**src/hdl/htins_pkg.sv**
```systemverilog
package htins_pkg;

  localparam int KEY_BYTES = 16;
  localparam int HASH_W = 32;
  localparam int SIZE_W = 11;
  localparam int SLOT_W = 10;
  localparam int TOTAL_W = 11;
  localparam int FIELD_W = 64;
  localparam logic [HASH_W-1:0] RS_MULT_A = 32'd63689;
  localparam logic [HASH_W-1:0] RS_MULT_B = 32'd378551;
  localparam logic [SIZE_W-1:0] TABLE_SIZE_RESET = 11'd1024;

  typedef enum logic [1:0] {
    ST_INSERTED = 2'd0,
    ST_PRESENT  = 2'd1,
    ST_FULL     = 2'd2
  } status_t;

  typedef enum logic [1:0] {
    S_CLEAR,
    S_IDLE,
    S_HASH,
    S_PROBE
  } probe_state_t;

  typedef enum logic [1:0] {
    H_IDLE,
    H_HASH,
    H_MOD
  } home_state_t;

  typedef struct packed {
    logic               valid;
    logic [FIELD_W-1:0] key_high;
    logic [FIELD_W-1:0] key_low;
    logic [FIELD_W-1:0] text;
  } slot_word_t;

  // Multiplier used for key byte n: the running RS factor after n updates.
  function automatic logic [HASH_W-1:0] rs_coef(input int n);
    logic [HASH_W-1:0] a;
    a = RS_MULT_A;
    for (int i = 0; i < n; i++) begin
      a = a * RS_MULT_B;
    end
    return a;
  endfunction

  localparam logic [HASH_W-1:0] RS_COEF [KEY_BYTES] = '{
    rs_coef(0),  rs_coef(1),  rs_coef(2),  rs_coef(3),
    rs_coef(4),  rs_coef(5),  rs_coef(6),  rs_coef(7),
    rs_coef(8),  rs_coef(9),  rs_coef(10), rs_coef(11),
    rs_coef(12), rs_coef(13), rs_coef(14), rs_coef(15)
  };

endpackage

```
**src/hdl/htins_home.sv**
```systemverilog
module htins_home (
  input  logic                          clk,
  input  logic                          rst,
  input  logic                          start,
  input  logic [htins_pkg::FIELD_W-1:0] key_high,
  input  logic [htins_pkg::FIELD_W-1:0] key_low,
  input  logic [htins_pkg::SIZE_W-1:0]  size,
  output logic                          done,
  output logic [htins_pkg::SIZE_W-1:0]  home
);

  localparam int STEP_W = $clog2(htins_pkg::HASH_W);
  localparam logic [STEP_W-1:0] HASH_LAST = STEP_W'(htins_pkg::KEY_BYTES - 1);
  localparam logic [STEP_W-1:0] MOD_LAST = STEP_W'(htins_pkg::HASH_W - 1);

  htins_pkg::home_state_t state, state_next;

  logic [2*htins_pkg::FIELD_W-1:0] key_sr;
  logic [htins_pkg::HASH_W-1:0]    h;
  logic [htins_pkg::SIZE_W-1:0]    rem, rem_next;
  logic [htins_pkg::SIZE_W:0]      trial;
  logic [STEP_W-1:0]               step;
  logic                            load, hash_en, mod_en;

  always_comb begin
    state_next = state;
    case (state)
      htins_pkg::H_IDLE: begin
        if (start) state_next = htins_pkg::H_HASH;
      end
      htins_pkg::H_HASH: begin
        if (step == HASH_LAST) state_next = htins_pkg::H_MOD;
      end
      htins_pkg::H_MOD: begin
        if (step == MOD_LAST) state_next = htins_pkg::H_IDLE;
      end
      default: state_next = htins_pkg::H_IDLE;
    endcase
  end

  always_comb begin
    load    = 1'b0;
    hash_en = 1'b0;
    mod_en  = 1'b0;
    case (state)
      htins_pkg::H_IDLE: load = start;
      htins_pkg::H_HASH: hash_en = 1'b1;
      htins_pkg::H_MOD:  mod_en = 1'b1;
      default: ;
    endcase
  end

  // One restoring remainder bit per cycle; the partial remainder stays below size.
  always_comb begin
    trial = {rem, h[htins_pkg::HASH_W-1]};
    if (trial >= {1'b0, size}) begin
      rem_next = htins_pkg::SIZE_W'(trial - {1'b0, size});
    end else begin
      rem_next = trial[htins_pkg::SIZE_W-1:0];
    end
  end

  always_ff @(posedge clk) begin
    if (rst) begin
      state <= htins_pkg::H_IDLE;
      done  <= 1'b0;
    end else begin
      state <= state_next;
      done  <= mod_en && (step == MOD_LAST);
    end
  end

  always_ff @(posedge clk) begin
    if (load) begin
      key_sr <= {key_high, key_low};
      h      <= '0;
      rem    <= '0;
      step   <= '0;
    end else if (hash_en) begin
      h <= h * htins_pkg::RS_COEF[step[3:0]]
           + {24'd0, key_sr[2*htins_pkg::FIELD_W-1 -: 8]};
      key_sr <= {key_sr[2*htins_pkg::FIELD_W-9:0], 8'd0};
      step   <= (step == HASH_LAST) ? '0 : step + 1'b1;
    end else if (mod_en) begin
      rem  <= rem_next;
      h    <= {h[htins_pkg::HASH_W-2:0], 1'b0};
      step <= step + 1'b1;
    end
  end

  assign home = rem;

endmodule

```
**config.mk**
```make
export PLATFORM = sky130hd
export DESIGN_NAME = htins_home
export DESIGN_NICKNAME = d
export VERILOG_FILES = /design/src/hdl/htins_pkg.sv /design/src/hdl/htins_home.sv
export SDC_FILE = /design/constraint.sdc
export NUM_CORES = 2
export LEC_CHECK = 0
export BUFFER_PORTS_ARGS = -buffer_cell sky130_fd_sc_hd__buf_2
export CORE_ASPECT_RATIO = 1.1
export CORE_MARGIN = 2
export CORE_UTILIZATION = 25
export CTS_CLUSTER_SIZE = 30
export DETAILED_ROUTE_END_ITERATION = 12
export PLACE_DENSITY = 0.4
export SLEW_MARGIN = 25
export SYNTH_ARGS = -nofsm -noshare
export SYNTH_HDL_FRONTEND = slang
export SYNTH_SLANG_ARGS = --single-unit
```
**constraint.sdc**
```tcl
create_clock -name clk -period 18.15 [get_ports clk]
set_clock_uncertainty 0.2 [all_clocks]
set_input_delay 0.9075 -clock clk [delete_from_list [all_inputs] [get_ports clk]]
set_output_delay 0.9075 -clock clk [all_outputs]
set_load 0.05 [all_outputs]
```
# After elaboration in Yosys (flattened, before gate mapping)
# Memory sizes are Yosys's and may differ from the RTL's.
# Cells that the tools add are included.
op_classes:
  n_addsub: 3
  n_mul: 1
  order_cmp: 2
  n_eq_ne: 7
  muxes: 17
  bitwise: 2
  n_reduce_logical: 6
op_table:
  columns: ["cell", "n"]
  rows:
  - ["$mux W128", 2]
  - ["$mux W32", 4]
  - ["$add A32 B8 Y32", 1]
  - ["$mul A32 B32 Y32", 1]
  - ["$mux W5", 3]
  - ["$ge A12 B11 Y1", 1]
  - ["$mux W11", 1]
  - ["$sub A11 B11 Y11", 1]
  - ["$mux W2", 3]
  - ["$ne A2 B2 Y1 const B", 3]
  - ["$pmux W2 S3", 1]
  - ["$add A5 B1 Y5 const B", 1]
  - ["$eq A5 B4 Y1 const B", 1]
  - ["$eq A5 B5 Y1 const B", 1]
  - ["$ge A5 B5 Y1 const B", 1]
  - ["$not A4 Y5", 1]
  - ["$reduce_bool A2 Y1", 2]
  - ["$mux W1", 3]
  - ["$reduce_and A3 Y1", 1]
  - ["$eq A2 B1 Y1 const B", 1]
  - ["$eq A2 B2 Y1 const B", 1]
  - ["$logic_not A2 Y1", 1]
  - ["$reduce_and A2 Y1", 1]
  - ["$logic_and A1 B1 Y1", 1]
  - ["$not A1 Y1", 1]
totals:
  reg_bits: 179
  mem_bits_ro: 512
  output_inout_bits: 12
  word_cells: 45
  mem_count: 1
memory_table:
  columns: ["memory", "words", "width", "read_ports", "rd_ports_with_merged_regs", "write_ports", "line", "rtl"]
  rows:
  - ["(no name shown)", 16, 32, 1, 0, 0, "htins_home.sv:80", "h <= h * htins_pkg::RS_COEF[step[3:0]]"]

# Depth between registers and ports, before layout
depth:
  depth_word: 7
  mapped_depth: 33

# Least setup slack after synthesis
# No wires, ideal clock.
synth_path:
  kind: "register to register"
  from: "reg step[0]"
  to: "reg h[28] in the netlist's numbering"
  setup_time_ns: 0.074
  t_arrival_ns: 7.874
  required_ns: 17.876
  setup_slack_ns: 10.002
  path_stages_with_launch: 29
  path_cell_list: "dfxtp_1 > buf_2 > inv_1 > ha_1 > xor2_1 > a21oi_2 > clkbuf_1 > and2_1 > fa_1 > fa_1 > fa_1 > inv_1 > fa_1 > inv_1 > fa_1 > inv_1 > fa_1 > inv_1 > fa_1 > fa_1 > ha_1 > and3_1 > nand2_1 > or4b_1 > a31o_2 > o21ai_1 > a31oi_1 > xor2_1 > a31oi_1"
synth_between:
  elab_chain_cells: 7
synth_rtl:
  columns: ["element", "line", "rtl"]
  rows:
  - ["start, declared", "htins_home.sv:22", "logic [STEP_W-1:0] step;"]
  - ["start signal, assigned", "htins_home.sv:83", "step <= (step == HASH_LAST) ? '0 : step + 1'b1;"]
  - ["start signal, assigned", "htins_home.sv:87", "step <= step + 1'b1;"]
  - ["$not A4 Y5 (not written as such)", "htins_home.sv:80", null]
  - ["$mem_v2 Z16 W32", null, null]
  - ["$mux W32 (not written as such) (2 in series)", "htins_home.sv:80", null]
  - ["$mul A32 B32 Y32", "htins_home.sv:80", null]
  - ["$add A32 B8 Y32", "htins_home.sv:81", "+ {24'd0, key_sr[2*htins_pkg::FIELD_W-1 -: 8]};"]
  - ["$mux W32", "htins_home.sv:79", "end else if (hash_en) begin"]
  - ["end signal, assigned", "htins_home.sv:80", null]
  - ["end signal, assigned", "htins_home.sv:86", "h <= {h[htins_pkg::HASH_W-2:0], 1'b0};"]
  - ["end, declared", "htins_home.sv:19", "logic [htins_pkg::HASH_W-1:0] h;"]
# Every way passes these cells. The select of a mux whose other input is x is not followed.
# A chain may end at the register's enable or synchronous reset.

# Final worst setup path
# Ends and elaborated chain as after synthesis.

==> summary.txt <==
Synthesis
  • Synth Cell Area: 24700 sq um
  • Post-Synthesis Cells: 2672
  • Predominant post-synthesis flop cell: edfxtp_1
  • Post-synth ARST share: 0%
  • Sequential element share of the synthesized area: 19.7%
  • Post-synth EDFFs: 128
  • Synthesized net count: 3405
  • Synth Register Bits: 179
  • Synth top area share: 33.7%
  • Avg Synthesized Cell Area: 9.25 sq um
  • Synth area leader: fa_1
  • Synth warnings: 0
  • Synth top area cells: fa_1, edfxtp_1, ha_1
  • Count of different cell masters after synthesis: 64

Route
  • First-pass detailed-route iteration total: 5
  • Via-to-Cell Ratio: 4.38
  • Wire length per cell: 18.4 um
  • DRC: 0
  • DRT iter0 DRCs: 878
  • DR vias: 17800
  • Antenna Nets Post-Route: 0
  • Routed WL: 74700 um

Finish
  • Area growth, synth to finish: 11.7%
  • Fill count: 10400
  • NumNets Final: 3488
  • Share of layout cells above drive strength 1: 9.83%
  • Final instance area: 27600 sq um

STA
  • Slew Limit Headroom: 33.6%
  • Final hold vios: 0
  • Period utilisation layout: 50.3%
  • Max Clk Rate: 110 MHz
  • Min cycle time layout: 9.13 ns
  • Setup violations, final: 0
  • Pins Over Slew Limit: 0
  • Fin Setup TNS: 0 ns
  • Tightest Pin Transition: 0.997 ns
  • RSZ-0062 raised after global routing: no

Place
  • Port bufs: 153
  • Final GP Congestion: 0.826
  • Area after detailed placement: 26900 sq um
  • Post-DP HPWL: 56200 um

Run status
  • Status: finished clean

Clocking
  • Clk slew on worst S/H paths: 0.09 ns
  • Post-CTS Setup Bufs: 0
  • CTS Buf Count: 17
  • Clock root cell: clkbuf_16
  • Worst-Skew Late Latency: 0.46 ns
  • CTS tree: yes
  • Clk buf depth: 2
  • Cts hold-fix bufs: 0
  • PostCTS Resize Cnt: 0
  • Htree depth: 4
  • Clock Sink Count: 179

Global routing
  • Grt ovf: 0
  • Largest net degree at the start of global routing: 86
  • Initial antenna violation count: 36
  • Vias in the first global route: 19600
  • Overall routing resource usage: 15.1%
  • First-pass GRT wire length: 118000 um

Critical path
  • Critical path arrival: 9.30 ns
  • FF-to-FF Start: step[0]$_SDFFE_PP0P_
  • Worst setup path category: reg2reg
  • Startpoint Class: register
  • Maximum fanout along the worst path: 40
  • Worst setup EP type: register
  • Critical Path Start: step[0]$_SDFFE_PP0P_
  • CP required: 18.32 ns

Flow run
  • Max_cap viols: 0

Die
  • Row cnt: 120
  • Die Height: 334 um
  • Initial core utilization: 25.3%
  • Die area: 101000 sq um
  • I/O pin count: 154
  • Core Area: 97700 sq um
  • Chip width: 304 um

Worst hold path
  • Tightest Hold Check Type: reg2reg
  • Worst Hold Launch: h[12]$_SDFFE_PP0P_
## placed cells by master, fill, tap and decap left out, drive strengths merged, types with 2 or more instances in the layout
cell / instances
nand2b: 11
a21boi: 7
a21oi: 68
nor2b: 20
nor3b: 5
nand3: 14
a31oi: 8
and3: 11
nor3: 9
inv: 476
o21a: 2
o22ai: 4
o31ai: 4
ha: 175
nand4: 6
nor2: 68
a31o: 2
a32oi: 2
clkinv: 8
o21ai: 57
edfxtp: 128
mux2: 3
xnor2: 71
fa: 416
clkbuf: 17
diode: 12
mux2i: 35
a21o: 11
o21bai: 4
o211ai: 6
or4b: 2
xnor3: 2
a211oi: 27
or3: 3
xor2: 19
dfxtp: 51
and2: 258
buf: 198
nand2: 551
## stage by stage
stage	cells	worst slack, ns	hold slack [ns]	utilization (%)
after detailed placement	4017	9.00	0.280	27.6
final	4061	9.02	0.293	28.2
after global placement	4017	9.08	0.272	27.6
after CTS	4049	8.89	0.292	28.2
after floorplan	2672	10.00	0.271	-
after global routing	4057	8.55	0.336	28.2
## sequential cells by signal (all words and copies together), names as in the netlist
| name | count |
|---|---|
| h | 32 |
| home | 11 |
| step | 5 |
| state | 2 |
| done | 1 |
| key_sr | 128 |
## final timing paths
kind | to | slack, ns | cells after the start
hold reg to reg | h[12]$_SDFFE_PP0P_ | 0.29 | 2
setup / recovery | h[28]$_SDFFE_PP0P_ | 9.02 | 27
hold / removal | h[12]$_SDFFE_PP0P_ | 0.29 | 2
setup reg to reg | h[28]$_SDFFE_PP0P_ | 9.02 | 27
## routing by layer
metal | global-route usage, % | vias to the layer above | wire, um
met5 | 0 | - | 300
met4 | 2.61 | 50 | 1180
met3 | 3.06 | 92 | 3610
met2 | 26.8 | 335 | 37300
met1 | 19.1 | 8978 | 32400
li1 | - | 8318 | -
## cell type report
cell class / count / area, sq um / area share (%)
Multi-Input combinational cell: 1890 / 17600 / 63.8
Sequential cell: 179 / 4870 / 17.6
Inverter: 469 / 1760 / 6.38
Tap cell: 1281 / 1600 / 5.81
Timing Repair Buffer: 198 / 1100 / 4.00
Clock buffer: 17 / 425 / 1.54
Clock inverter: 15 / 194 / 0.703
Antenna cell: 12 / 30.0 / 0.109
## cells by family (layout without fill, tap and decap cells)
kind of cell | count (synthesis) | in the layout | synth area share [%]
AO/OA/AOI/OAI | 207 | 207 | 5.32
XOR/XNOR | 92 | 92 | 3.46
adder cells (fa/ha/maj) | 591 | 591 | 42.6
buffers and inverters | 603 | 699 | 9.35
flip-flops | 179 | 179 | 19.7
multiplexers | 38 | 38 | 1.57
other | 0 | 12 | 0
AND/OR/NAND/NOR | 962 | 962 | 18.1
## worst max-delay path: stages (launching register included)
cell     delay [ns]
dfxtp_1        0.33
buf_4          0.42
ha_1           0.28
inv_1          0.10
mux2i_2        0.70
buf_4          0.40
and2_1         0.20
fa_1           0.42
fa_1           0.50
fa_1           0.53
inv_1          0.05
fa_1           0.48
inv_1          0.05
fa_1           0.50
inv_1          0.06
fa_1           0.55
inv_1          0.05
fa_1           0.50
fa_1           0.43
ha_1           0.40
and3_1         0.25
nand2_1        0.06
or4b_1         0.55
a31o_2         0.28
o21ai_1        0.20
a31oi_1        0.16
xor2_1         0.17
a31oi_1        0.19
## cells in the mapped netlist (3+ instances only)
library cell,n
a211oi_1,24
a211oi_2,3
a21boi_1,5
a21o_1,11
a21oi_1,59
a21oi_2,8
a31oi_1,6
and2_1,258
and3_1,11
buf_1,8
buf_2,6
buf_4,4
buf_6,3
clkbuf_1,112
dfxtp_1,51
edfxtp_1,128
fa_1,416
ha_1,175
inv_1,468
mux2i_1,34
nand2_1,550
nand2b_1,11
nand3_1,14
nand4_1,6
nor2_1,67
nor2b_1,20
nor3_1,9
nor3b_1,5
o211ai_1,6
o21ai_0,38
o21ai_1,19
o21bai_1,4
o22ai_1,4
o31ai_1,3
or3_1,3
xnor2_1,68
xnor2_2,3
xor2_1,19
Power is left out: the tool's default activity adds up to more than one toggle a clock period on the data nets, which glitch-free logic cannot reach.
