**src/hdl/htins_ram.sv**
```systemverilog
module htins_ram #(
  parameter int WIDTH = 8,
  parameter int DEPTH = 16
) (
  input  logic                     clk,
  input  logic                     we,
  input  logic [$clog2(DEPTH)-1:0] waddr,
  input  logic [WIDTH-1:0]         wdata,
  input  logic [$clog2(DEPTH)-1:0] raddr,
  output logic [WIDTH-1:0]         rdata
);

  logic [WIDTH-1:0] mem [DEPTH];

  always_ff @(posedge clk) begin
    if (we) begin
      mem[waddr] <= wdata;
    end
    rdata <= mem[raddr];
  end

endmodule

```
**config.mk**
```make
export PLATFORM = sky130hd
export DESIGN_NAME = htins_ram
export DESIGN_NICKNAME = d
export VERILOG_FILES = /design/src/hdl/htins_ram.sv
export SDC_FILE = /design/constraint.sdc
export NUM_CORES = 1
export LEC_CHECK = 0
export ABC_AREA = 1
export BUFFER_PORTS_ARGS = -buffer_cell sky130_fd_sc_hd__buf_2
export CAP_MARGIN = 15
export CORE_ASPECT_RATIO = 1.75
export CORE_MARGIN = 5
export CORE_UTILIZATION = 30
export CTS_BUF_LIST = sky130_fd_sc_hd__clkbuf_8
export CTS_CLUSTER_DIAMETER = 50
export CTS_CLUSTER_SIZE = 30
export DETAILED_ROUTE_END_ITERATION = 8
export GPL_TIMING_DRIVEN = 0
export PLACE_DENSITY = 0.54
export SYNTH_ARGS = -nofsm -noshare
export SYNTH_HDL_FRONTEND = slang
export SYNTH_SLANG_ARGS = --single-unit
```
**constraint.sdc**
```tcl
create_clock -name clk -period 1.02 [get_ports clk]
set_input_delay 0.051 -clock clk [delete_from_list [all_inputs] [get_ports clk]]
set_output_delay 0.051 -clock clk [all_outputs]
set_load 0.02 [all_outputs]
```
Word level (Yosys, flattened, before mapping)

Memories as Yosys holds them, arrays and structs flattened. A register that Yosys moved wholly into a read port is not among the register bits.
Index checks and enable logic that the tools add are counted.

Flip-flop bits (word level): 0
Memory bits (writable): 128
Memories kept: 1

Memories:

| memory | words | bits a word | read ports | clocked after memory_dff | write ports | RTL line | text |
|---|---|---|---|---|---|---|---|
| mem    | 16    | 8           | 1          | 1                        | 1           | 13       | `logic [WIDTH-1:0] mem [DEPTH];` |

Multiplexer cells: 2

Operators by type and width:

| cell    | count |
|---|---|
| $mux W1 | 2 |

Longest topological paths before layout

Gate-level depths: netlist of the first run.

Word-level depth: 2
Mapped depth: 8

Least setup slack after synthesis of the first run

No wires, ideal clock.

Kind: input port to flip-flop
Start: in waddr[3]
End: mem mem[4][0], enable pin
Setup time: 370 ps
Data arrival time: 632 ps
Required time: 650 ps
Setup slack: 18 ps
Stages on the path: 2
Path buffers: 0
Cell sequence: nand3b_1 -> nor2_1

RTL lines:

| what            | RTL line | text |
|---|---|---|
| start, declared | 7        | `input logic [$clog2(DEPTH)-1:0] waddr,` |
| end, declared   | 13       |  |

Straight into the memory's write port.

Final worst setup path of the first run

Start: in we
End: mem mem[12][7], enable pin

Cells in the longest elaborated chain, start to end: 2

Ends and longest elaborated chain:

| what                          | RTL line | text |
|---|---|---|
| start, declared               | 6        | `input logic we,` |
| $mux W1                       | 16       | `if (we) begin` |
| $mux W1 (implied by the code) | 17       | `mem[waddr] <= wdata;` |

Every way passes these cells.

==> results of run 1 <==
==> timing repair <==
item,CTS,global route
setup endpoints to repair,23,51
hold buffers,3,0
hold endpoints to repair,3,0
pin swaps,0,11
gates cloned,0,0
gates resized for setup,17,43
==> layer usage <==
metal | vias up | share of wire, % | track usage (%)
li1 | 1861 | - | -
met1 | 1810 | 34 | 13.5
met2 | 93 | 57 | 25.5
met3 | 27 | 4.1 | 2.75
met4 | 0 | 4.2 | 8.75
met5 | - | 0 | 0
==> synth_stat cells, drive strengths merged <==
cell / number
buf: 24
nand3: 97
dfxtp: 8
nand3b: 2
nand2: 173
nor2: 17
inv: 102
edfxtp: 128
==> power by group through the flow <==
stage	registers [mW]	clock network, mW	logic (mW)
2_1_floorplan	6.44	0	0.441
3_3_place_gp	6.39	0	0.865
3_5_place_dp	6.40	0	0.874
4_1_cts	6.27	4.38	0.912
5_1_grt	6.29	4.64	1.07
6_report	6.28	4.31	0.978
==> logic make-up after synthesis <==
kind of cell | count (synthesis) | synth area share (%)
DFF | 136 | 69.4
and+or+nand+nor | 289 | 21.0
buffers and inverters | 126 | 9.52
==> critical path, cell delays in order <==
cell and delay [ns]:
sky130_fd_sc_hd__buf_2 0.11, sky130_fd_sc_hd__nand3_1 0.21, sky130_fd_sc_hd__nor2_1 0.75
==> final cells by class <==
| type | count | share of cell area [%] |
|---|---|---|
| Inverter | 102 | 5.59 |
| Sequential cell | 136 | 58.5 |
| Tap cell | 241 | 4.40 |
| Multi-Input combinational cell | 289 | 21.1 |
| Buffer | 24 | 2.43 |
| Clock inverter | 15 | 2.17 |
| Timing Repair Buffer | 25 | 2.37 |
| Clock buffer | 17 | 3.41 |
==> worst max-delay path by stage <==
stage,from,to,slack [ns]
3_5_place_dp,waddr[2],mem[10][5]$_DFFE_PP_,-0.59
3_3_place_gp,waddr[2],mem[10][5]$_DFFE_PP_,-0.57
6_report,we,mem[12][7]$_DFFE_PP_,-0.03
5_1_grt,we,mem[12][0]$_DFFE_PP_,-0.04
4_1_cts,we,mem[15][4]$_DFFE_PP_,-0.005
2_1_floorplan,waddr[3],mem[4][0]$_DFFE_PP_,0.02
==> stage by stage <==
stage / TNS (ns) / worst slack, ns / utilization, % / area (um2)
finish: -0.192 / -0.0279 / 36.0 / 6850
global route: -0.565 / -0.0437 / 36.0 / 6850
CTS: -0.0100 / -0.00512 / 35.0 / 6660
detailed placement: -52.18 / -0.593 / 32.5 / 6180
global placement: -49.18 / -0.572 / 32.5 / 6180
floorplan: 0 / 0.0182 / - / 5770
==> state kept, by name (all words and copies together), names as in the netlist <==
signal	cells
rdata	8
mem	128
==> insert_results.sql, run 1 <==
INSERT INTO impl_metrics (metric_group, metric, value, unit) VALUES
('cts', 'worstSkewPairLatency', '0.45', 'ns'),
('run', 'max-cap-violations', '0', ''),
('die', 'die_y', '193', 'um'),
('setup_path', 'timing.reg2reg.worst_path_depth', '6', ''),
('route', 'finalWirelength', '14900', 'um'),
('run_status', 'run_status', 'complete, but fails checks', ''),
('cts', 'post-cts-setup-buffer-count', '0', ''),
('cts', 'tritoncts', 'built', ''),
('cts', 'clock_tree_buf_depth', '2', ''),
('finish', 'post_route_cells_drive_above_1_share', '21.1', '%'),
('placed_design', 'post-place-cells', '814', ''),
('route', 'dr.first_iter.drc_count', '232', ''),
('cts', 'cts-htree-levels', '4', ''),
('setup_path', 'critical_path.endpoint_type', 'flop', ''),
('cts', 'cts_root_buf', 'sky130_fd_sc_hd__clkbuf_8', ''),
('die', 'floorplan.core_area', '0.0190', 'mm2'),
('setup_path', 'critical_path.reg2reg.startpoint', 'mem[5][5]$_DFFE_PP_', ''),
('global_route', 'grt.total_usage', '13.8', '%'),
('sta', 'fmax', '0.954', 'GHz'),
('route', 'ant_nets', '0', ''),
('setup_path', 'crit_path_start_kind', 'primary input', ''),
('global_route', 'grt_pass1_vias', '3855', ''),
('finish', 'final_cells', '849', ''),
('yosys', 'yosysSeqAreaShare', '69.4', '%'),
('sta', 'tcrit_tclk_final', '103', '%'),
('sta', 'rsz0062_at_grt', 'true', ''),
('setup_path', 'critical_path.max_fanout', '8', ''),
('finish', 'final_net_count', '613', ''),
('yosys', 'synthCells', '551', ''),
('sta', 'final_max_slew_viol_count', '0', ''),
('route', 'first_pass_iters', '5', ''),
('sta', 'tightest_slew', '0.903', 'ns'),
('yosys', 'yosys.area.top_type_share', '66.7', '%'),
('placed_design', 'gp_congestion', '0.970', ''),
('die', 'top_level_ports', '26', ''),
('finish', 'num-fill-cells', '1850', ''),
('power_and_ir_drop', 'power_report.internal_total', '8.71', 'mW'),
('power_and_ir_drop', 'power.leakage', '2.92', 'nW'),
('route', 'drc_violation_count_after_routing', '0', ''),
('setup_path', 'rrSetupSlack', '0.05', 'ns'),
('power_and_ir_drop', 'p_total', '11.6', 'mW'),
('route', 'vias_per_cell', '4.47', ''),
('die', 'fp.dieArea', '0.0222', 'mm2'),
('sta', 'timing.final.crit_period', '1.05', 'ns'),
('yosys', 'synth_seq_cells', '136', ''),
('die', 'placementRows', '67', ''),
('sta', 'final-setup-viol-count', '11', ''),
('global_route', 'grt_remaining_overflow', '0', ''),
('global_route', 'first_pass_grt_wire_length', '22000', 'um'),
('sta', 'postLayoutSetupSlackWorst', '-0.0279', 'ns'),
('route', 'per_cell_routed_wire_length', '17.5', 'um'),
('run_status', 'violations', 'negative setup slack', ''),
('min_path', 'min_delay_path_depth', '1', ''),
('sta', 'max_slew_margin_vs_limit', '39.6', '%'),
('power_and_ir_drop', 'sequentialPowerShare', '54.3', '%'),
('setup_path', 'crit-reg2reg-capture', 'rdata[5]$_DFF_P_', ''),
('yosys', 'yosys-top-cells-area', 'sky130_fd_sc_hd__edfxtp_1 (67%), sky130_fd_sc_hd__nand2_1 (11%), sky130_fd_sc_hd__nand3_1 (8.4%)', ''),
('setup_path', 'setup.worst_path.class', 'in2reg', ''),
('setup_path', 'timing.critical_path.arrival', '1.12', 'ns'),
('finish', 'n_antenna_cell', '0', ''),
('power_and_ir_drop', 'power_density', '1690', 'mW/mm2'),
('min_path', 'holdCritStartpoint', 'wdata[2]', ''),
('finish', 'area_added_between_synthesis_and_finish', '18.8', '%'),
('min_path', 'hold_path_class', 'in2reg', ''),
('yosys', 'postSynthNetCount', '569', ''),
('power_and_ir_drop', 'switching_fraction', '24.6', '%'),
('yosys', 'ys_warn_count', '0', ''),
('cts', 'cts_made_buffers', '17', ''),
('sta', 'skew', '0.0157', 'ns'),
('die', 'initial_utilization', '30.3', '%'),
('finish', 'layout.cells.most_common_list', 'sky130_fd_sc_hd__nand2_1 (170), sky130_fd_sc_hd__edfxtp_1 (128), sky130_fd_sc_hd__inv_1 (100)', '');
Power figures use the tool's default switching activity.
==> inputs of run 2 (changes only) <==
--- a/config.mk
+++ b/config.mk
@@ -20,3 +20,4 @@
 export SYNTH_ARGS = -nofsm -noshare
 export SYNTH_HDL_FRONTEND = slang
 export SYNTH_SLANG_ARGS = --single-unit
+export TNS_END_PERCENT = 50
==> insert_results.sql, run 2 (synthesized netlist as in run 1, its figures left out) <==
INSERT INTO impl_metrics (metric_group, metric, value, unit) VALUES
('cts', 'cts.sinks', '136', ''),
('cts', 'cts.reportedPaths.clkPinSlew', '0.09', 'ns'),
('sta', 'hold_viol_final', '0', ''),
('finish', 'layout.cells.most_common_list', 'sky130_fd_sc_hd__nand2_1 (170), sky130_fd_sc_hd__edfxtp_1 (128), sky130_fd_sc_hd__inv_1 (100)', ''),
('finish', 'n_antenna_cell', '0', ''),
('global_route', 'grt.total_usage', '13.8', '%'),
('finish', 'area_added_between_synthesis_and_finish', '17.5', '%'),
('die', 'floorplan.core_area', '0.0190', 'mm2'),
('placed_design', 'port-buffer-count', '22', ''),
('sta', 'tightest_slew', '0.719', 'ns'),
('cts', 'post-cts-setup-buffer-count', '0', ''),
('min_path', 'holdCritStartpoint', 'wdata[2]', ''),
('route', 'ant_nets', '0', ''),
('sta', 'timing.final.crit_period', '1.02', 'ns'),
('setup_path', 'crit_path_start_kind', 'flop', ''),
('setup_path', 'setup.worst_path.start', 'mem[5][7]$_DFFE_PP_', ''),
('global_route', 'largest_net_degree_at_the_start_of_global_routing', '17', ''),
('sta', 'postLayoutSetupSlackWorst', '0.00242', 'ns'),
('cts', 'cts-htree-levels', '4', ''),
('setup_path', 'setup.worst_path.class', 'reg2reg', ''),
('sta', 'fmax', '0.983', 'GHz'),
('cts', 'tritoncts', 'built', ''),
('route', 'drc_violation_count_after_routing', '0', ''),
('placed_design', 'placement.setup.worst_slack', '-0.593', 'ns'),
('power_and_ir_drop', 'power.leakage', '2.89', 'nW'),
('sta', 'skew', '0.0177', 'ns'),
('global_route', 'first_pass_grt_wire_length', '22000', 'um'),
('power_and_ir_drop', 'vdd_drop_max', '0.825', 'mV'),
('die', 'dieWidth', '115', 'um'),
('sta', 'final-setup-viol-count', '0', ''),
('power_and_ir_drop', 'power_density', '1700', 'mW/mm2'),
('setup_path', 'critical_path_required', '1.37', 'ns'),
('run_status', 'run_status', 'finished clean', ''),
('setup_path', 'critical_path.max_fanout', '1', ''),
('finish', 'num-fill-cells', '1856', ''),
('route', 'per_cell_routed_wire_length', '17.5', 'um'),
('setup_path', 'worstPathCellList', 'inv_1 -> nand2_1 -> nand3_2 -> nand3_1 -> nand3_1 -> nand2_1', ''),
('cts', 'cts_root_buf', 'sky130_fd_sc_hd__clkbuf_8', ''),
('sta', 'tcrit_tclk_final', '99.8', '%'),
('sta', 'final_max_slew_viol_count', '0', ''),
('global_route', 'grt_pass1_vias', '3846', ''),
('route', 'first_pass_iters', '7', ''),
('finish', 'registers.top_by_ff_count', 'mem', ''),
('cts', 'clock_tree_buf_depth', '2', ''),
('route', 'finalWirelength', '14900', 'um'),
('setup_path', 'rrSetupSlack', '0.002', 'ns'),
('finish', 'post_route_cells_drive_above_1_share', '19.4', '%'),
('finish', 'biggestRegsByFlops', 'mem (128), rdata (8)', ''),
('sta', 'rsz0062_at_grt', 'true', ''),
('cts', 'worstSkewPairLatency', '0.45', 'ns'),
('setup_path', 'worst_path_largest_cell_delay', '0.38', 'ns'),
('finish', 'postLayoutCoreUtil', '35.6', '%'),
('finish', 'final_common_cell', 'sky130_fd_sc_hd__nand2_1', ''),
('die', 'die_y', '193', 'um'),
('min_path', 'hold_path_class', 'in2reg', ''),
('setup_path', 'critical-path-top-delay-family', 'simple AND/OR/NAND/NOR gates', ''),
('setup_path', 'cell_type_of_the_slowest_stage_on_the_worst_timing_path', 'sky130_fd_sc_hd__edfxtp_1', ''),
('placed_design', 'gp_congestion', '0.970', ''),
('setup_path', 'timing.critical_path.arrival', '1.36', 'ns'),
('global_route', 'antenna_found_initial', '0', ''),
('die', 'fp.dieArea', '0.0222', 'mm2'),
('setup_path', 'critical_path.endpoint_type', 'flop', ''),
('setup_path', 'critical_path.reg2reg.startpoint', 'mem[5][7]$_DFFE_PP_', ''),
('die', 'top_level_ports', '26', ''),
('finish', 'final_net_count', '613', ''),
('route', 'routed-via-count', '3818', ''),
('finish', 'largest_register_ffs', '128', ''),
('sta', 'max_slew_margin_vs_limit', '51.9', '%'),
('die', 'placementRows', '67', ''),
('route', 'dr.first_iter.drc_count', '223', ''),
('route', 'vias_per_cell', '4.50', ''),
('placed_design', 'dpl.hpwl', '10600', 'um'),
('run', 'max-cap-violations', '0', ''),
('die', 'initial_utilization', '30.3', '%'),
('setup_path', 'worstPathBufferInverterCount', '1', ''),
('global_route', 'grt_remaining_overflow', '0', ''),
('cts', 'cts_made_buffers', '17', '');
run 2: cell counts in the layout (fill, tap and decap cells not counted):
Identical to the previous run, type by type.
run 2: where the power goes:
group | switching (mW) | internal (mW)
clock network | 2.13 | 2.17
logic | 0.665 | 0.285
registers | 0.0337 | 6.24
total | 2.83 | 8.70
run 2: final cells by class:
class / instances / area (um2) / share of cell area, %
plain buffers: 24 / 166 / 2.46
clock buffers: 17 / 234 / 3.45
well taps: 241 / 302 / 4.45
multi-input cells: 289 / 1380 / 20.3
flip-flops and latches: 136 / 4010 / 59.1
inverters: 102 / 383 / 5.65
clock inverters: 15 / 149 / 2.20
repair buffers: 25 / 159 / 2.35
run 2: stage by stage:
step	cell area (um2)	std cells	hold slack [ns]	TNS (ns)	power, mW
6_report	6770	849	0.0291	0	11.5
4_1_cts	6650	849	0.00734	-0.0221	11.6
3_5_place_dp	6180	814	0.468	-52.18	7.27
2_1_floorplan	5770	551	0.150	0	6.88
5_1_grt	6770	849	-0.00186	-0.167	12.0
3_3_place_gp	6180	814	0.470	-49.18	7.26
run 2: what timing repair did:
item	in CTS	in global routing
pin swaps	0	3
setup endpoints to repair	23	51
hold buffers	3	0
resized for setup	15	31
endpoints found under the hold margin	3	0
run 2: worst paths after layout:
check                          to  cells after the start
min reg2reg      rdata[6]$_DFF_P_                      6
max reg2reg      rdata[7]$_DFF_P_                      6
min          mem[11][2]$_DFFE_PP_                      1
max              rdata[7]$_DFF_P_                      6
run 2: per-layer routing:
metal	global-route usage, %	part of all wire [%]	vias up
met5	0	0	-
met4	8.22	4.9	0
met3	2.75	3.5	41
met2	25.7	57	106
met1	13.5	35	1810
li1	-	-	1861
run 2: worst reg2reg max path: cells and delay by family, from the launching register on:
kind	cells	cell delay [ns]
AND/OR/NAND/NOR	5	0.47
flip-flops	1	0.38
buffers and inverters	1	0.07
==> inputs of run 3 (changes only) <==
--- a/config.mk
+++ b/config.mk
@@ -10,13 +10,13 @@
 export CAP_MARGIN = 15
 export CORE_ASPECT_RATIO = 1.75
 export CORE_MARGIN = 5
-export CORE_UTILIZATION = 30
+export CORE_UTILIZATION = 45
 export CTS_BUF_LIST = sky130_fd_sc_hd__clkbuf_8
 export CTS_CLUSTER_DIAMETER = 50
 export CTS_CLUSTER_SIZE = 30
 export DETAILED_ROUTE_END_ITERATION = 8
 export GPL_TIMING_DRIVEN = 0
-export PLACE_DENSITY = 0.54
+export PLACE_DENSITY = 0.72
 export SYNTH_ARGS = -nofsm -noshare
 export SYNTH_HDL_FRONTEND = slang
 export SYNTH_SLANG_ARGS = --single-unit
==> insert_results.sql, run 3 (synthesized netlist as in run 1, its figures left out) <==
INSERT INTO impl_metrics (metric_group, metric, value, unit) VALUES
('run_status', 'run_status', 'finished clean', ''),
('global_route', 'antenna_found_initial', '0', ''),
('power_and_ir_drop', 'p_total', '11.3', 'mW'),
('route', 'dr.first_iter.drc_count', '303', ''),
('sta', 'tcrit_tclk_final', '99.9', '%'),
('setup_path', 'critical-path-top-delay-family', 'simple AND/OR/NAND/NOR gates', ''),
('cts', 'cts-htree-levels', '4', ''),
('sta', 'timing.hold.ws', '0.0323', 'ns'),
('power_and_ir_drop', 'switchingPower', '2.83', 'mW'),
('route', 'drc_violation_count_after_routing', '0', ''),
('setup_path', 'critical_path.reg2reg.startpoint', 'mem[5][3]$_DFFE_PP_', ''),
('setup_path', 'setup.worst_path.class', 'reg2reg', ''),
('cts', 'cts.reportedPaths.clkPinSlew', '0.08', 'ns'),
('setup_path', 'worstPathBufferInverterCount', '1', ''),
('power_and_ir_drop', 'vdd_drop_max', '0.937', 'mV'),
('sta', 'final_max_slew_viol_count', '0', ''),
('power_and_ir_drop', 'power_report.internal_total', '8.46', 'mW'),
('finish', 'final_net_count', '612', ''),
('setup_path', 'rrSetupSlack', '0.0006', 'ns'),
('route', 'per_cell_routed_wire_length', '17.1', 'um'),
('sta', 'skew', '0.00596', 'ns'),
('placed_design', 'post-place-cells', '741', ''),
('setup_path', 'timing.reg2reg.worst_path_depth', '6', ''),
('finish', 'biggestRegsByFlops', 'mem (128), rdata (8)', ''),
('finish', 'registers.top_by_ff_count', 'mem', ''),
('min_path', 'hold_path_class', 'in2reg', ''),
('global_route', 'grt_pass1_vias', '3704', ''),
('global_route', 'grt.total_usage', '18.3', '%'),
('die', 'fp.dieArea', '0.0153', 'mm2'),
('placed_design', 'gp_congestion', '0.900', ''),
('min_path', 'min_delay_path_depth', '1', ''),
('setup_path', 'worst_path_largest_cell_delay', '0.37', 'ns'),
('route', 'vias_per_cell', '4.83', ''),
('setup_path', 'critical_path.endpoint_type', 'flop', ''),
('placed_design', 'port-buffer-count', '22', ''),
('die', 'dieWidth', '95.6', 'um'),
('setup_path', 'crit-reg2reg-capture', 'rdata[3]$_DFF_P_', ''),
('cts', 'cts.sinks', '136', ''),
('finish', 'post_route_cells_drive_above_1_share', '16.0', '%'),
('cts', 'worstSkewPairLatency', '0.44', 'ns'),
('power_and_ir_drop', 'power_density', '1720', 'mW/mm2'),
('route', 'routed-via-count', '3741', ''),
('global_route', 'first_pass_grt_wire_length', '20100', 'um'),
('finish', 'final_common_cell', 'sky130_fd_sc_hd__nand2_1', ''),
('route', 'first_pass_iters', '5', ''),
('power_and_ir_drop', 'pwr-share-clk', '36.8', '%'),
('power_and_ir_drop', 'switching_fraction', '25.0', '%'),
('setup_path', 'critical_path_required', '1.35', 'ns'),
('sta', 'tightest_slew', '0.786', 'ns'),
('die', 'placementRows', '54', ''),
('cts', 'clock_tree_buf_depth', '2', ''),
('sta', 'rsz0062_at_grt', 'true', ''),
('finish', 'largest_register_ffs', '128', ''),
('die', 'die_y', '160', 'um'),
('power_and_ir_drop', 'power.leakage', '2.82', 'nW'),
('sta', 'max_slew_margin_vs_limit', '47.4', '%'),
('global_route', 'grt_remaining_overflow', '0', ''),
('finish', 'area_added_between_synthesis_and_finish', '13.8', '%'),
('power_and_ir_drop', 'p_comb_share', '7.7', '%'),
('die', 'top_level_ports', '26', ''),
('power_and_ir_drop', 'sequentialPowerShare', '55.5', '%'),
('sta', 'hold_viol_final', '0', ''),
('setup_path', 'worstPathCellList', 'inv_1 -> nand2_1 -> nand3_1 -> nand3_1 -> nand3_2 -> nand2_1', ''),
('cts', 'cts_root_buf', 'sky130_fd_sc_hd__clkbuf_8', ''),
('die', 'floorplan.core_area', '0.0125', 'mm2'),
('sta', 'final-setup-viol-count', '0', ''),
('sta', 'fmax', '0.981', 'GHz'),
('finish', 'n_antenna_cell', '0', ''),
('min_path', 'holdCritStartpoint', 'wdata[5]', ''),
('die', 'initial_utilization', '46.1', '%'),
('setup_path', 'crit_path_start_kind', 'flop', ''),
('finish', 'layout.cells.most_common_list', 'sky130_fd_sc_hd__nand2_1 (172), sky130_fd_sc_hd__edfxtp_1 (128), sky130_fd_sc_hd__inv_1 (100)', ''),
('run', 'max-cap-violations', '0', ''),
('sta', 'timing.final.crit_period', '1.02', 'ns'),
('finish', 'final_cells', '775', ''),
('global_route', 'largest_net_degree_at_the_start_of_global_routing', '17', ''),
('setup_path', 'cell_type_of_the_slowest_stage_on_the_worst_timing_path', 'sky130_fd_sc_hd__edfxtp_1', ''),
('placed_design', 'dpl.hpwl', '9010', 'um'),
('route', 'ant_nets', '0', ''),
('min_path', 'timing.hold.worst_endpoint', 'mem[8][5]$_DFFE_PP_', ''),
('route', 'finalWirelength', '13200', 'um'),
('finish', 'num-fill-cells', '1078', ''),
('setup_path', 'critical_path.max_fanout', '1', ''),
('cts', 'tritoncts', 'built', ''),
('setup_path', 'timing.critical_path.arrival', '1.35', 'ns'),
('cts', 'cts_made_buffers', '17', '');
-- run 3: cell types whose count changed in the layout (fill, tap and decap cells not counted), moves of 2 or more --
| cell | before | now |
|---|---|---|
| sky130_fd_sc_hd__buf_2 | 29 | 34 |
| sky130_fd_sc_hd__buf_4 | 9 | 5 |
| sky130_fd_sc_hd__clkinv_2 | 4 | 0 |
| sky130_fd_sc_hd__clkinv_4 | 4 | 2 |
| sky130_fd_sc_hd__clkinvlp_4 | 0 | 5 |
| sky130_fd_sc_hd__inv_4 | 4 | 0 |
| sky130_fd_sc_hd__inv_6 | 1 | 5 |
| sky130_fd_sc_hd__nand2_1 | 170 | 172 |
| sky130_fd_sc_hd__nand2_2 | 3 | 1 |
| sky130_fd_sc_hd__nand3_1 | 70 | 86 |
| sky130_fd_sc_hd__nand3_2 | 27 | 11 |
-- run 3: worst max path at each step --
| stage | start | to | slack [ns] | cells past startpoint |
|---|---|---|---|---|
| 2_1_floorplan | waddr[3] | mem[4][0]$_DFFE_PP_ | 0.02 | 2 |
| 3_5_place_dp | waddr[3] | mem[7][3]$_DFFE_PP_ | -0.58 | 3 |
| 3_3_place_gp | waddr[3] | mem[6][3]$_DFFE_PP_ | -0.57 | 3 |
| 4_1_cts | mem[3][7]$_DFFE_PP_ | rdata[7]$_DFF_P_ | 0.006 | 6 |
| 6_report | mem[5][3]$_DFFE_PP_ | rdata[3]$_DFF_P_ | 0.0006 | 6 |
| 5_1_grt | mem[5][7]$_DFFE_PP_ | rdata[7]$_DFF_P_ | -0.03 | 6 |
-- run 3: worst register-to-register path, delay by kind of cell (launching register included) --
kind                   cells  cell delay (ns)
buffers and inverters      1             0.06
DFF                        1             0.37
and+or+nand+nor            5             0.48
-- run 3: through the flow --
stage	worst slack, ns	cell area [um2]	TNS [ns]	util (%)
floorplan	0.0182	5770	0	-
CTS	0.00624	6520	0	52.1
global route	-0.0251	6560	-0.0833	52.5
global placement	-0.565	6090	-48.61	48.7
finish	0.000648	6560	0	52.5
detailed placement	-0.580	6090	-51.22	48.7
-- run 3: layout make-up --
| type | count | area, um2 | area share [%] |
|---|---|---|---|
| plain buffers | 24 | 166 | 2.54 |
| clock buffers | 17 | 234 | 3.57 |
| clock inverters | 15 | 144 | 2.19 |
| inverters | 102 | 383 | 5.83 |
| multi-input cells | 289 | 1290 | 19.6 |
| flip-flops and latches | 136 | 4000 | 61.0 |
| well taps | 168 | 210 | 3.20 |
| repair buffers | 24 | 133 | 2.02 |
-- run 3: timing repair --
item | 4_1_cts | 5_1_grt
setup endpoints to repair | 35 | 17
hold endpoints to repair | 6 | 0
hold buffers | 2 | 0
setup buffers | 0 | 0
resized for setup | 9 | 11
pin swaps | 0 | 5
-- run 3: layer usage --
metal	track usage (%)	wire, um	vias to the layer above
met5	0	0	-
met4	7.71	329	0
met3	3.72	593	28
met2	31.4	7030	121
met1	21.7	5270	1728
li1	-	-	1864
-- run 3: power groups by stage --
stage	clock network, mW	registers (mW)	logic [mW]
floorplan	0	6.44	0.441
global placement	0	6.39	0.815
detailed placement	0	6.40	0.827
CTS	4.19	6.27	0.848
global route	4.48	6.28	0.944
finish	4.15	6.27	0.870
